--- config.mk ---
export PLATFORM = sky130hd
export DESIGN_NAME = slcg_ctrl
export DESIGN_NICKNAME = d
export VERILOG_FILES = /design/src/rtl/slcg_pkg.sv /design/src/rtl/slcg_ctrl.sv
export SDC_FILE = /design/constraint.sdc
export NUM_CORES = 1
export LEC_CHECK = 0
export BUFFER_PORTS_ARGS = -buffer_cell sky130_fd_sc_hd__buf_2
export CAP_MARGIN = 10
export CORE_AREA = 2 2 39 41
export CTS_BUF_LIST = sky130_fd_sc_hd__clkbuf_8 sky130_fd_sc_hd__clkbuf_16
export DETAILED_ROUTE_END_ITERATION = 8
export DIE_AREA = 0 0 41 43
export PLACE_DENSITY = 0.43
export REMOVE_ABC_BUFFERS = 1
export SETUP_SLACK_MARGIN = 0.3
export SYNTH_ARGS = -nofsm -noshare
export SYNTH_HDL_FRONTEND = slang
export SYNTH_SLANG_ARGS = --single-unit
--- constraint.sdc ---
create_clock -name clk -period 1.3 [get_ports clk]
set_input_delay 0.195 -clock clk [delete_from_list [all_inputs] [get_ports clk]]
set_output_delay 0.195 -clock clk [all_outputs]
set_load 0.01 [all_outputs]
--- src/rtl/slcg_pkg.sv ---
// ----------------------------------------------------------------------------
// slcg_pkg: shared types, constants and helpers of the shuffled LCG core
// Holds the generator constants, the power-up shuffle table contents and the
// controller/datapath command and status bundles.
// ----------------------------------------------------------------------------
package slcg_pkg;

    localparam int unsigned SEED_W  = 32;
    localparam int unsigned WORD_W  = 31;
    localparam int unsigned TBL_DEPTH = 128;
    localparam int unsigned TBL_AW  = $clog2(TBL_DEPTH);
    localparam int unsigned OUT_W   = 64;

    localparam logic [31:0] LCG_MUL = 32'h7fffffed;
    localparam logic [31:0] LCG_ADD = 32'h7fffffc3;
    localparam logic [31:0] LCG_MOD = 32'h7fffffff;

    // Power-up contents of the shuffle table
    localparam logic [WORD_W-1:0] INIT_TABLE [TBL_DEPTH] = '{
        31'h4c8bc0aa, 31'h4c022957, 31'h2232827a, 31'h2f1e7626,
        31'h7f8bdafb, 31'h5c37d02a, 31'h0ab48f72, 31'h2f0c4ffa,
        31'h290e1954, 31'h6b635f23, 31'h5d3885c0, 31'h74b49ff8,
        31'h5155fa54, 31'h6214ad3f, 31'h111e9c29, 31'h242a3a09,
        31'h75932ae1, 31'h40ac432e, 31'h54f7ba7a, 31'h585ccbd5,
        31'h6df5c727, 31'h0374dad1, 31'h7112b3f1, 31'h735fc311,
        31'h404331a9, 31'h74d97781, 31'h64495118, 31'h323e04be,
        31'h5974b425, 31'h4862e393, 31'h62389c1d, 31'h28a68b82,
        31'h0f95da37, 31'h7a50bbc6, 31'h09b0091c, 31'h22cdb7b4,
        31'h4faaed26, 31'h66417ccd, 31'h189e4bfa, 31'h1ce4e8dd,
        31'h5274c742, 31'h3bdcf4dc, 31'h2d94e907, 31'h32eac016,
        31'h26d33ca3, 31'h60415a8a, 31'h31f57880, 31'h68c8aa52,
        31'h23eb16da, 31'h6204f4a1, 31'h373927c1, 31'h0d24eb7c,
        31'h06dd7379, 31'h2b3be507, 31'h0f9c55b1, 31'h2c7925eb,
        31'h36d67c9a, 31'h42f831d9, 31'h5e3961cb, 31'h65d637a8,
        31'h24bb3820, 31'h4d08e33d, 31'h2188754f, 31'h147e409e,
        31'h6a9620a0, 31'h62e26657, 31'h7bd8ce81, 31'h11da0abb,
        31'h5f9e7b50, 31'h23e444b6, 31'h25920c78, 31'h5fc894f0,
        31'h5e338cbb, 31'h404237fd, 31'h1d60f80f, 31'h320a1743,
        31'h76013d2b, 31'h070294ee, 31'h695e243b, 31'h56b177fd,
        31'h752492e1, 31'h6decd52f, 31'h125f5219, 31'h139d2e78,
        31'h1898d11e, 31'h2f7ee785, 31'h4db405d8, 31'h1a028a35,
        31'h63f6f323, 31'h1f6d0078, 31'h307cfd67, 31'h3f32a78a,
        31'h6980796c, 31'h462b3d83, 31'h34b639f2, 31'h53fce379,
        31'h74ba50f4, 31'h1abc2c4b, 31'h5eeaeb8d, 31'h335a7a0d,
        31'h3973dd20, 31'h0462d66b, 31'h159813ff, 31'h1e4643fd,
        31'h06bc5c62, 31'h3115e3fc, 31'h09101613, 31'h47af2515,
        31'h4f11ec54, 31'h78b99911, 31'h3db8dd44, 31'h1ec10b9b,
        31'h5b5506ca, 31'h773ce092, 31'h567be81a, 31'h5475b975,
        31'h7a2cde1a, 31'h494536f5, 31'h34737bb4, 31'h76d9750b,
        31'h2a1f6232, 31'h2e49644d, 31'h7dddcbe7, 31'h500cebdb,
        31'h619dab9e, 31'h48c626fe, 31'h1cda3193, 31'h52dabe9d
    };

    // Controller to datapath commands
    typedef struct packed {
        logic mul_seed;   // multiply the incoming seed
        logic cap_x;      // reduce product into x
        logic mul_x;      // multiply x
        logic cap_seed;   // reduce product into the new seed
        logic rd_en;      // read the selected table entry
        logic commit;     // load result, write x back
    } slcg_cmd_t;

    // Datapath to controller status
    typedef struct packed {
        logic out_free;   // output register can take a result
    } slcg_stat_t;

    // Multiply-add, wrapped to 32 bits
    function automatic logic [SEED_W-1:0] lcg_mac(input logic [SEED_W-1:0] v);
        logic [SEED_W-1:0] p;
        begin
            p = v * LCG_MUL + LCG_ADD;
            return p;
        end
    endfunction

    // Reduce a 32-bit value modulo 2^31-1: fold the top bit, subtract once
    function automatic logic [WORD_W-1:0] lcg_reduce(input logic [SEED_W-1:0] t);
        logic [SEED_W-1:0] r;
        logic [SEED_W-1:0] d;
        begin
            r = {1'b0, t[WORD_W-1:0]} + {{(SEED_W-1){1'b0}}, t[SEED_W-1]};
            d = r - LCG_MOD;
            if (r >= LCG_MOD)
            begin
                return d[WORD_W-1:0];
            end
            return r[WORD_W-1:0];
        end
    endfunction

endpackage

--- src/rtl/slcg_ctrl.sv ---
// ----------------------------------------------------------------------------
// slcg_ctrl: sequencing state machine
// Steps one request through two multiply/reduce rounds, the table read and
// the result commit.
// ----------------------------------------------------------------------------
module slcg_ctrl
    import slcg_pkg::*;
(
    input  logic       clk,
    input  logic       rst_n,
    input  logic       in_valid,
    output logic       in_ready,
    input  slcg_stat_t stat,
    output slcg_cmd_t  cmd
);

    typedef enum logic [2:0] {
        ST_IDLE,
        ST_RED1,
        ST_MUL2,
        ST_RED2,
        ST_READ,
        ST_COMMIT
    } state_t;

    state_t state_reg;
    state_t state_next;

    // Next state
    always_comb
    begin
        state_next = state_reg;
        unique case (state_reg)
            ST_IDLE:
            begin
                if (in_valid)
                begin
                    state_next = ST_RED1;
                end
            end
            ST_RED1:   state_next = ST_MUL2;
            ST_MUL2:   state_next = ST_RED2;
            ST_RED2:   state_next = ST_READ;
            ST_READ:   state_next = ST_COMMIT;
            ST_COMMIT:
            begin
                if (stat.out_free)
                begin
                    state_next = ST_IDLE;
                end
            end
            default:   state_next = ST_IDLE;
        endcase
    end

    // Hold state
    always_ff @(posedge clk or negedge rst_n)
    begin
        if (!rst_n)
        begin
            state_reg <= ST_IDLE;
        end
        else
        begin
            state_reg <= state_next;
        end
    end

    // Decode commands
    assign in_ready     = (state_reg == ST_IDLE);
    assign cmd.mul_seed = (state_reg == ST_IDLE) && in_valid;
    assign cmd.cap_x    = (state_reg == ST_RED1);
    assign cmd.mul_x    = (state_reg == ST_MUL2);
    assign cmd.cap_seed = (state_reg == ST_RED2);
    assign cmd.rd_en    = (state_reg == ST_READ);
    assign cmd.commit   = (state_reg == ST_COMMIT) && stat.out_free;

endmodule

==> results.py, run 1 <==
metrics = {
    "outcome": {
        "violations": "setup timing",
        "status": "finished with violations",
    },
    "timing": {
        "finalWorstSetupSlack_ps": -1.87,
        "period_minus_slack_ps": 1300,
        "slew_viol_final": 0,
        "setup_violations": 3,
        "fin_skew_ps": 4.41,
        "max_freq_ghz": 0.768,
        "rsz0062_at_grt": "true",
        "max-slew-margin-rel_pct": 84.9,
        "hold_viol": 0,
        "fin_crit_sh_pct": 100,
        "worstMarginPinSlew_ps": 225,
    },
    "floorplanning": {
        "die_x_microns": 41,
        "dieHeight_microns": 43,
        "coreArea_sq_mm": 0.00138,
        "die_area_sq_mm": 0.00176,
        "initial_core_util_pct": 14.4,
        "num_rows": 14,
        "ioPinCount": 11,
    },
    "clock_network": {
        "cts_tree": "built",
        "clk_pin_slew_ps": 30,
        "clk_latency_ps": 220,
        "cts_buffers": 3,
        "root_buffer": "clkbuf_8",
        "cts_buffer_depth": 2,
        "ctsHtreeMaxLevel": 1,
        "cts.sinks": 3,
    },
    "worst_setup_path": {
        "critical_path_class": "reg2out",
        "reg2reg_depth": 4,
        "rrSetupSlack_ps": 200,
        "crit_path_max_fanout": 6,
        "r2r-start": "state_reg[2]",
        "path_common_cell": "buf_2",
        "crit_family": "flip-flops",
        "cp.buffers_inverters": 2,
        "required_ps": 1110,
        "max_stage_delay_ps": 420,
        "crit_chain": "buf_2 > and4_1 > buf_2",
        "cp-end-kind": "output pin",
        "cp_num_cells": 3,
        "start_kind": "register",
        "critPathArrivalTime_ps": 1110,
        "r2r-end": "state_reg[0]",
        "slowest_stage": "dfrtp_2",
    },
    "drt": {
        "avgViaCountPerCell": 4.09,
        "vias": 221,
        "dr.pass1.iters": 2,
        "wire_per_inst_microns": 10.9,
        "ant_nets": 0,
        "routed_wl_microns": 588,
        "drt_iter0_markers": 1,
        "drc": 0,
    },
    "min_path": {
        "whs_endpoint": "state_reg[0]",
        "hold_path_class": "in2reg",
        "hp-start": "stat",
        "whs_path_depth": 3,
    },
    "power": {
        "power_mw": 0.996,
        "ir_drop_mv": 0.796,
        "power_density_mw_per_mm2": 2640,
        "leakagePower_nw": 0.186,
    },
    "layout": {
        "largest_register_ffs": 3,
        "antenna_cells": 0,
        "layout.nets": 43,
        "final_util_pct": 27.3,
        "drive_gt1_share_pct": 68.4,
        "syn2layout_area_growth_pct": 89.9,
    },
    "synth": {
        "synth_edf_count": 0,
        "ys_seq_area_share_pct": 37.7,
        "synthTopCellsByArea": "dfrtp_1 38%, nor3b_1 7.5%, buf_6 5.7%, buf_2 5.0%, nor3_1 5.0%",
        "yosysMostFrequentCell": "dfrtp_1",
        "syn_inst": 21,
        "async_reset_ff_share_pct": 100,
        "synth_flop_cell": "dfrtp_1",
        "synth_commonest_cells": "3 x dfrtp_1, 2 x buf_2, 2 x nor3_1, 2 x nor3b_1",
        "yosys.area.top_type": "dfrtp_1",
        "ys_warn_count": 0,
        "netlist-cell-type-count": 16,
        "avgSynthCellArea_sq_um": 9.47,
        "synth_area_sq_um": 199,
        "yosysTopAreaCellShare_pct": 37.7,
        "synth_seq_cells": 3,
    },
    "place": {
        "numPortBuffers": 10,
        "place_congestion": 0.601,
    },
    "global_route": {
        "grt_first_pass_wirelength_microns": 959,
        "antenna_found_initial": 0,
        "overflow": 0,
        "grt_max_degree": 9,
        "grt_use_total_pct": 8.75,
        "grt_pass1_vias": 218,
    },
    "job": {
        "cap_violations": 0,
    },
}
## power by group
| part | internal, mW | switching [mW] | leakage, nW |
|---|---|---|---|
| Combinational | 0.267 | 0.202 | 0.126 |
| Sequential | 0.147 | 0.109 | 0.0337 |
| Clock | 0.202 | 0.0690 | 0.0269 |
| Total | 0.616 | 0.380 | 0.186 |
## placed cells by master (no fill, tap or decap), drive strengths merged, types with 2 or more instances in the layout
cell type,instances
buf,15
clkbuf,3
dfrtp,3
inv,2
nor3,3
nor3b,2
## worst reg2reg max path, delay by kind of cell, from the launching register on
family	cells	cell delay [ps]
simple gates	1	220
compound gates	1	50
flops	1	450
buf+inv	2	260
## what timing repair did
item | in CTS | in global routing
cloned | 0 | 0
pin swaps | 4 | 1
hold endpoints to repair | 3 | 0
setup buffers | 4 | 1
resized for setup | 11 | 3
hold buffers | 1 | 0
endpoints found under the setup margin | 8 | 9
## logic make-up (layout without fill, tap and decap cells)
logic type	Yosys count	count (layout)	synth area share [%]
AND/OR/NAND/NOR	11	11	36.5
buffers and inverters	4	21	12.6
flip-flops	3	3	37.7
AO/OA/AOI/OAI	2	2	8.81
XOR/XNOR	1	1	4.40
## final cells by class
cell class                      instances  area [sq um]
Clock buffer                            3          41.3
Clock inverter                          1          3.75
Fill cell                             156          1010
Inverter                                1          3.75
Multi-Input combinational cell         14           124
Sequential cell                         3          78.8
Tap cell                               16          20.0
Timing Repair Buffer                   16           106
## through the flow
stage	cells	area [sq um]	hold slack, ps	setup WS [ps]	TNS [ps]
after floorplan	18	178	-101	182	0
after global placement	44	248	-5.63	184	0
after detailed placement	44	248	-8.22	182	0
after CTS	53	350	277	9.83	0
after global routing	54	378	288	-82.7	-301
final	54	378	284	-1.87	-3.82
## how the worst max path moves through the flow
stage,to,from
floorplan,cmd[5],state_reg[0]
global placement,cmd[5],state_reg[0]
detailed placement,cmd[5],state_reg[0]
CTS,cmd[5],state_reg[2]
global route,cmd[5],state_reg[2]
finish,cmd[0],state_reg[0]
## routing by layer
layer  share of wire, %  vias up  GRT usage [%]
li1                   -      106              -
met1                 45      104           11.7
met2                 42        9           9.38
met3                 11        2           6.28
met4                1.4        0           6.00
met5                  0        -              0
(Power assumes the default switching activity.)
==> run 2: changes to the inputs <==
--- a/config.mk
+++ b/config.mk
@@ -11,8 +11,8 @@
 export CTS_BUF_LIST = sky130_fd_sc_hd__clkbuf_8 sky130_fd_sc_hd__clkbuf_16
 export DETAILED_ROUTE_END_ITERATION = 8
 export DIE_AREA = 0 0 41 43
+export GPL_TIMING_DRIVEN = 0
 export PLACE_DENSITY = 0.43
-export REMOVE_ABC_BUFFERS = 1
 export SETUP_SLACK_MARGIN = 0.3
 export SYNTH_ARGS = -nofsm -noshare
 export SYNTH_HDL_FRONTEND = slang
==> run 2 against run 1 <==
The flow still finishes with violations (setup timing). Sequential power fell by 36%. Non-clock buffer count is 8 higher. Utilization increased by 7.3 points. Worst hold slack improved by 14 ps. Clock skew is 3.9 ps lower. Global-route usage grew 0.91 points. Wire length increased by 14%. Register-to-register slack got worse by 50 ps. Critical path type unchanged. Critical endpoint is now cmd[5].
==> results.py, run 2 (synthesized netlist as in run 1, its figures left out) <==
metrics = {
    "power": {
        "switching_share_pct": 34.5,
        "p_seq_share_pct": 12.6,
        "ir_drop_mv": 1.01,
        "leakagePower_nw": 0.241,
        "combPwrFrac_pct": 67.0,
        "p_switching_mw": 0.447,
        "power_mw": 1.30,
        "power_density_mw_per_mm2": 2700,
        "internal_power_mw": 0.849,
        "p_clk_share_pct": 20.4,
    },
    "clock_network": {
        "ctsHtreeMaxLevel": 1,
        "cts_buffer_depth": 2,
        "clk_latency_ps": 220,
        "cts.sinks": 3,
        "cts_buffers": 3,
        "clk_pin_slew_ps": 30,
        "cts_tree": "built",
        "root_buffer": "clkbuf_8",
    },
    "floorplanning": {
        "coreArea_sq_mm": 0.00138,
        "num_rows": 14,
        "ioPinCount": 11,
        "initial_core_util_pct": 14.4,
        "dieHeight_microns": 43,
        "die_x_microns": 41,
        "die_area_sq_mm": 0.00176,
    },
    "timing": {
        "whs_ps": 298,
        "worstMarginPinSlew_ps": 182,
        "fin_crit_sh_pct": 103,
        "fin_skew_ps": 0.520,
        "setup_violations": 3,
        "period_minus_slack_ps": 1340,
        "max-slew-margin-rel_pct": 87.9,
        "rsz0062_at_grt": "true",
        "finalWorstSetupSlack_ps": -38.4,
        "max_freq_ghz": 0.747,
        "hold_viol": 0,
        "slew_viol_final": 0,
    },
    "worst_setup_path": {
        "critPathArrivalTime_ps": 1140,
        "critical_path_class": "reg2out",
        "start_kind": "register",
        "required_ps": 1110,
        "crit_path_max_fanout": 6,
        "cp-end-kind": "output pin",
    },
    "layout": {
        "layout_commonest_cell": "buf_6",
        "multiInputGateArea_sq_um": 139,
        "fill_cells": 142,
        "syn2layout_area_growth_pct": 141,
        "drive_gt1_share_pct": 71.7,
        "largest_register_ffs": 3,
        "antenna_cells": 0,
        "layout.nets": 51,
        "instances_no_fill": 62,
        "regArea_sq_um": 75.1,
        "fin_area_sq_um": 479,
        "final_cell_mix": "9 x buf_6, 8 x buf_2, 6 x buf_4",
    },
    "global_route": {
        "grt_util_met2_pct": 13.4,
        "grt-busiest-layer": "met2",
        "grt_pass1_vias": 252,
        "grt_use_total_pct": 9.66,
        "antenna_found_initial": 0,
        "use_met1_pct": 11.3,
        "use_met3_pct": 4.71,
        "grt_max_degree": 8,
        "overflow": 0,
        "grt_first_pass_wirelength_mm": 1.08,
    },
    "outcome": {
        "violations": "setup timing",
        "status": "finished with violations",
    },
    "place": {
        "place_congestion": 0.659,
        "dp_hpwl_microns": 367,
        "placed_area_sq_um": 297,
        "dp_slack_ps": 138,
        "dp_cells": 47,
        "numPortBuffers": 10,
    },
    "drt": {
        "wire_per_inst_microns": 10.8,
        "avgViaCountPerCell": 4.15,
        "vias": 257,
        "drt_iter0_markers": 3,
        "routed_wl_microns": 672,
        "drc": 0,
        "dr.pass1.iters": 2,
        "ant_nets": 0,
    },
    "job": {
        "cap_violations": 0,
    },
    "min_path": {
        "hold_path_class": "in2reg",
    },
    "synth": {
        "synth.net_count": 25,
    },
}
==> run 2: cell count changes in the layout (fill, tap and decap cells not counted), moves of 3 or more <==
| cell | change |
|---|---|
| buf_2 | -3 |
| buf_4 | +5 |
| buf_6 | +6 |
| dfrtp_2 | -3 |
| dfrtp_1 | +3 |
==> run 2: worst max-delay path, cell delays in order, from the launching register on <==
cell and delay [ps]:
dfrtp_1 380, buf_6 140, nor3_4 160, and2_4 160, buf_6 90
==> run 2: what timing repair did <==
item                                    in CTS  in global routing
endpoints found under the setup margin       8                 10
pin swaps                                    5                  4
setup buffers                                7                  3
resized for setup                            8                  2
hold endpoints to repair                     3                  0
hold buffers                                 1                  0
==> run 2: cell type report <==
type                       count  area share (%)
tap                           16            4.18
inverter                       1           0.783
timing repair buffer          21            33.9
clock inverter                 1           0.783
buffer                         3            7.05
sequential                     3            15.7
clock buffer                   3            8.62
multi-input combinational     14            29.0
==> run 2: final timing paths <==
| check | from | endpoint | slack (ps) | depth (start not counted) |
|---|---|---|---|---|
| min | stat | state_reg[0] | 300 | 3 |
| max | state_reg[1] | cmd[5] | -40 | 4 |
| min reg2reg | state_reg[1] | state_reg[0] | 740 | 3 |
| min in group asynchronous | rst_n | state_reg[1] | 310 | 2 |
| max reg2reg | state_reg[0] | state_reg[0] | 150 | 5 |
| max in group asynchronous | rst_n | state_reg[2] | 890 | 2 |
==> run 2: power groups by stage <==
stage | Clock [mW] | Combinational [mW] | Sequential (mW)
2_1_floorplan | 0 | 0.395 | 0.158
3_3_place_gp | 0 | 0.508 | 0.161
3_5_place_dp | 0 | 0.516 | 0.162
4_1_cts | 0.268 | 0.783 | 0.164
5_1_grt | 0.278 | 0.931 | 0.167
6_report | 0.264 | 0.869 | 0.164
==> run 2: routing by layer <==
metal,share of wire [%],vias to the layer above
li1,-,122
met1,42,119
met2,47,14
met3,8.9,2
met4,1.5,0
met5,0,-
==> run 2: per-stage QoR <==
stage	TNS (ps)	utilization, %
final	-74.9	34.6
after detailed placement	0	21.4
after global placement	0	21.4
after CTS	-98.9	32.3
after floorplan	0	-
after global routing	-236	34.6
==> run 3: changes to the inputs <==
--- a/config.mk
+++ b/config.mk
@@ -13,6 +13,7 @@
 export DIE_AREA = 0 0 41 43
 export GPL_TIMING_DRIVEN = 0
 export PLACE_DENSITY = 0.43
+export REMOVE_ABC_BUFFERS = 1
 export SETUP_SLACK_MARGIN = 0.3
 export SYNTH_ARGS = -nofsm -noshare
 export SYNTH_HDL_FRONTEND = slang
==> run 3 against run 2 <==
The flow still finishes with violations (setup timing). First-iteration DRC count shrank 100%. Power shrank 18%. Setup slack gained 27 ps. Clock power is essentially flat. Die area is the same. Register-to-register slack gained 110 ps. Clock skew is essentially flat. Critical path type unchanged. Largest power group unchanged.
==> results.py, run 3 (synthesized netlist as in run 1, its figures left out) <==
metrics = {
    "layout": {
        "layout.nets": 45,
        "regArea_sq_um": 78.8,
        "drive_gt1_share_pct": 70.0,
        "multiInputGateArea_sq_um": 129,
        "syn2layout_area_growth_pct": 97.5,
        "fill_cells": 143,
        "layout_commonest_cell": "buf_2",
        "fin_area_sq_um": 393,
        "largest_register_ffs": 3,
        "antenna_cells": 0,
        "instances_no_fill": 56,
        "final_cell_mix": "10 x buf_2, 6 x buf_4, 3 x clkbuf_8, 3 x dfrtp_2, 2 x inv_1",
    },
    "timing": {
        "hold_viol": 0,
        "fin_crit_sh_pct": 101,
        "setup_violations": 2,
        "finalWorstSetupSlack_ps": -11.8,
        "max_freq_ghz": 0.762,
        "period_minus_slack_ps": 1310,
        "whs_ps": 282,
        "slew_viol_final": 0,
        "rsz0062_at_grt": "true",
        "worstMarginPinSlew_ps": 188,
        "fin_skew_ps": 0.818,
        "max-slew-margin-rel_pct": 87.5,
        "tns_ps": -14.5,
    },
    "drt": {
        "routed_wl_microns": 564,
        "avgViaCountPerCell": 3.98,
        "drt_iter0_markers": 0,
        "vias": 223,
        "drc": 0,
        "wire_per_inst_microns": 10.1,
        "ant_nets": 0,
        "dr.pass1.iters": 1,
    },
    "power": {
        "switching_share_pct": 36.2,
        "internal_power_mw": 0.680,
        "p_clk_share_pct": 24.8,
        "leakagePower_nw": 0.197,
        "p_seq_share_pct": 23.5,
        "combPwrFrac_pct": 51.6,
        "power_density_mw_per_mm2": 2710,
        "ir_drop_mv": 0.776,
        "p_switching_mw": 0.385,
    },
    "clock_network": {
        "clk_pin_slew_ps": 30,
        "root_buffer": "clkbuf_8",
        "cts_buffers": 3,
        "cts_buffer_depth": 2,
        "cts.sinks": 3,
        "cts_tree": "built",
        "clk_latency_ps": 220,
        "ctsHtreeMaxLevel": 1,
    },
    "worst_setup_path": {
        "start_kind": "register",
        "critPathArrivalTime_ps": 1120,
        "crit_chain": "buf_4 > nor3b_2 > buf_2",
        "slowest_stage": "dfrtp_2",
        "critical_path_class": "reg2out",
        "max_stage_delay_ps": 450,
        "crit_path_max_fanout": 7,
        "required_ps": 1110,
        "cp-end-kind": "output pin",
    },
    "min_path": {
        "hold_path_class": "in2reg",
    },
    "job": {
        "cap_violations": 0,
    },
    "floorplanning": {
        "initial_core_util_pct": 14.4,
        "die_area_sq_mm": 0.00176,
        "coreArea_sq_mm": 0.00138,
        "die_x_microns": 41,
        "ioPinCount": 11,
        "num_rows": 14,
        "dieHeight_microns": 43,
    },
    "global_route": {
        "antenna_found_initial": 0,
        "grt_pass1_vias": 204,
        "grt_use_total_pct": 8.47,
        "overflow": 0,
        "grt_first_pass_wirelength_microns": 869,
        "grt_max_degree": 9,
    },
    "place": {
        "placed_area_sq_um": 248,
        "dp_cells": 44,
        "dp_slack_ps": 171,
        "numPortBuffers": 10,
        "place_congestion": 0.625,
    },
    "outcome": {
        "status": "finished with violations",
        "violations": "setup timing",
    },
}
## run 3: area by class of cell
cell class                 instances  area share [%]
clock inverter                     1           0.955
multi-input combinational         14            32.8
timing repair buffer              18            29.6
sequential                         3            20.1
tap                               16            5.10
inverter                           1           0.955
clock buffer                       3            10.5
## run 3: layer usage
layer / vias up / part of all wire (%) / global-route usage [%]
met5: - / 0 / 0
met4: 0 / 4.8 / 10.0
met3: 4 / 9.2 / 4.71
met2: 8 / 44 / 10.3
met1: 102 / 42 / 8.79
li1: 109 / - / -
## run 3: final timing paths
check	cells after the start	slack, ps	start	to
setup / recovery	3	-10	state_reg[1]	cmd[4]
hold / removal	3	280	stat	state_reg[0]
setup reg to reg	4	260	state_reg[0]	state_reg[1]
hold reg to reg	2	670	state_reg[0]	state_reg[0]
max in group asynchronous	2	880	rst_n	state_reg[1]
min in group asynchronous	2	310	rst_n	state_reg[0]
## run 3: power groups by stage
stage / Sequential, mW / Clock [mW] / Combinational (mW)
after detailed placement: 0.248 / 0 / 0.288
after global routing: 0.264 / 0.275 / 0.597
after CTS: 0.244 / 0.272 / 0.349
final: 0.251 / 0.264 / 0.550
after floorplan: 0.219 / 0 / 0.196
after global placement: 0.252 / 0 / 0.288
## run 3: timing repair
action	in CTS	in global routing
endpoints found under the setup margin	8	9
hold buffers	1	0
pin swaps	1	1
endpoints found under the hold margin	3	0
resized for setup	5	6
setup buffers	2	5
## run 3: per-stage QoR
stage	total power [mW]	util (%)
3_3_place_gp	0.540	17.9
2_1_floorplan	0.415	-
5_1_grt	1.14	28.4
3_5_place_dp	0.536	17.9
4_1_cts	0.865	23.2
6_report	1.07	28.4
## run 3: worst max-delay path, delay by kind of cell (launching register included)
| family | cells | cell delay, ps |
|---|---|---|
| DFF | 1 | 450 |
| buffers and inverters | 2 | 300 |
| and+or+nand+nor | 1 | 150 |
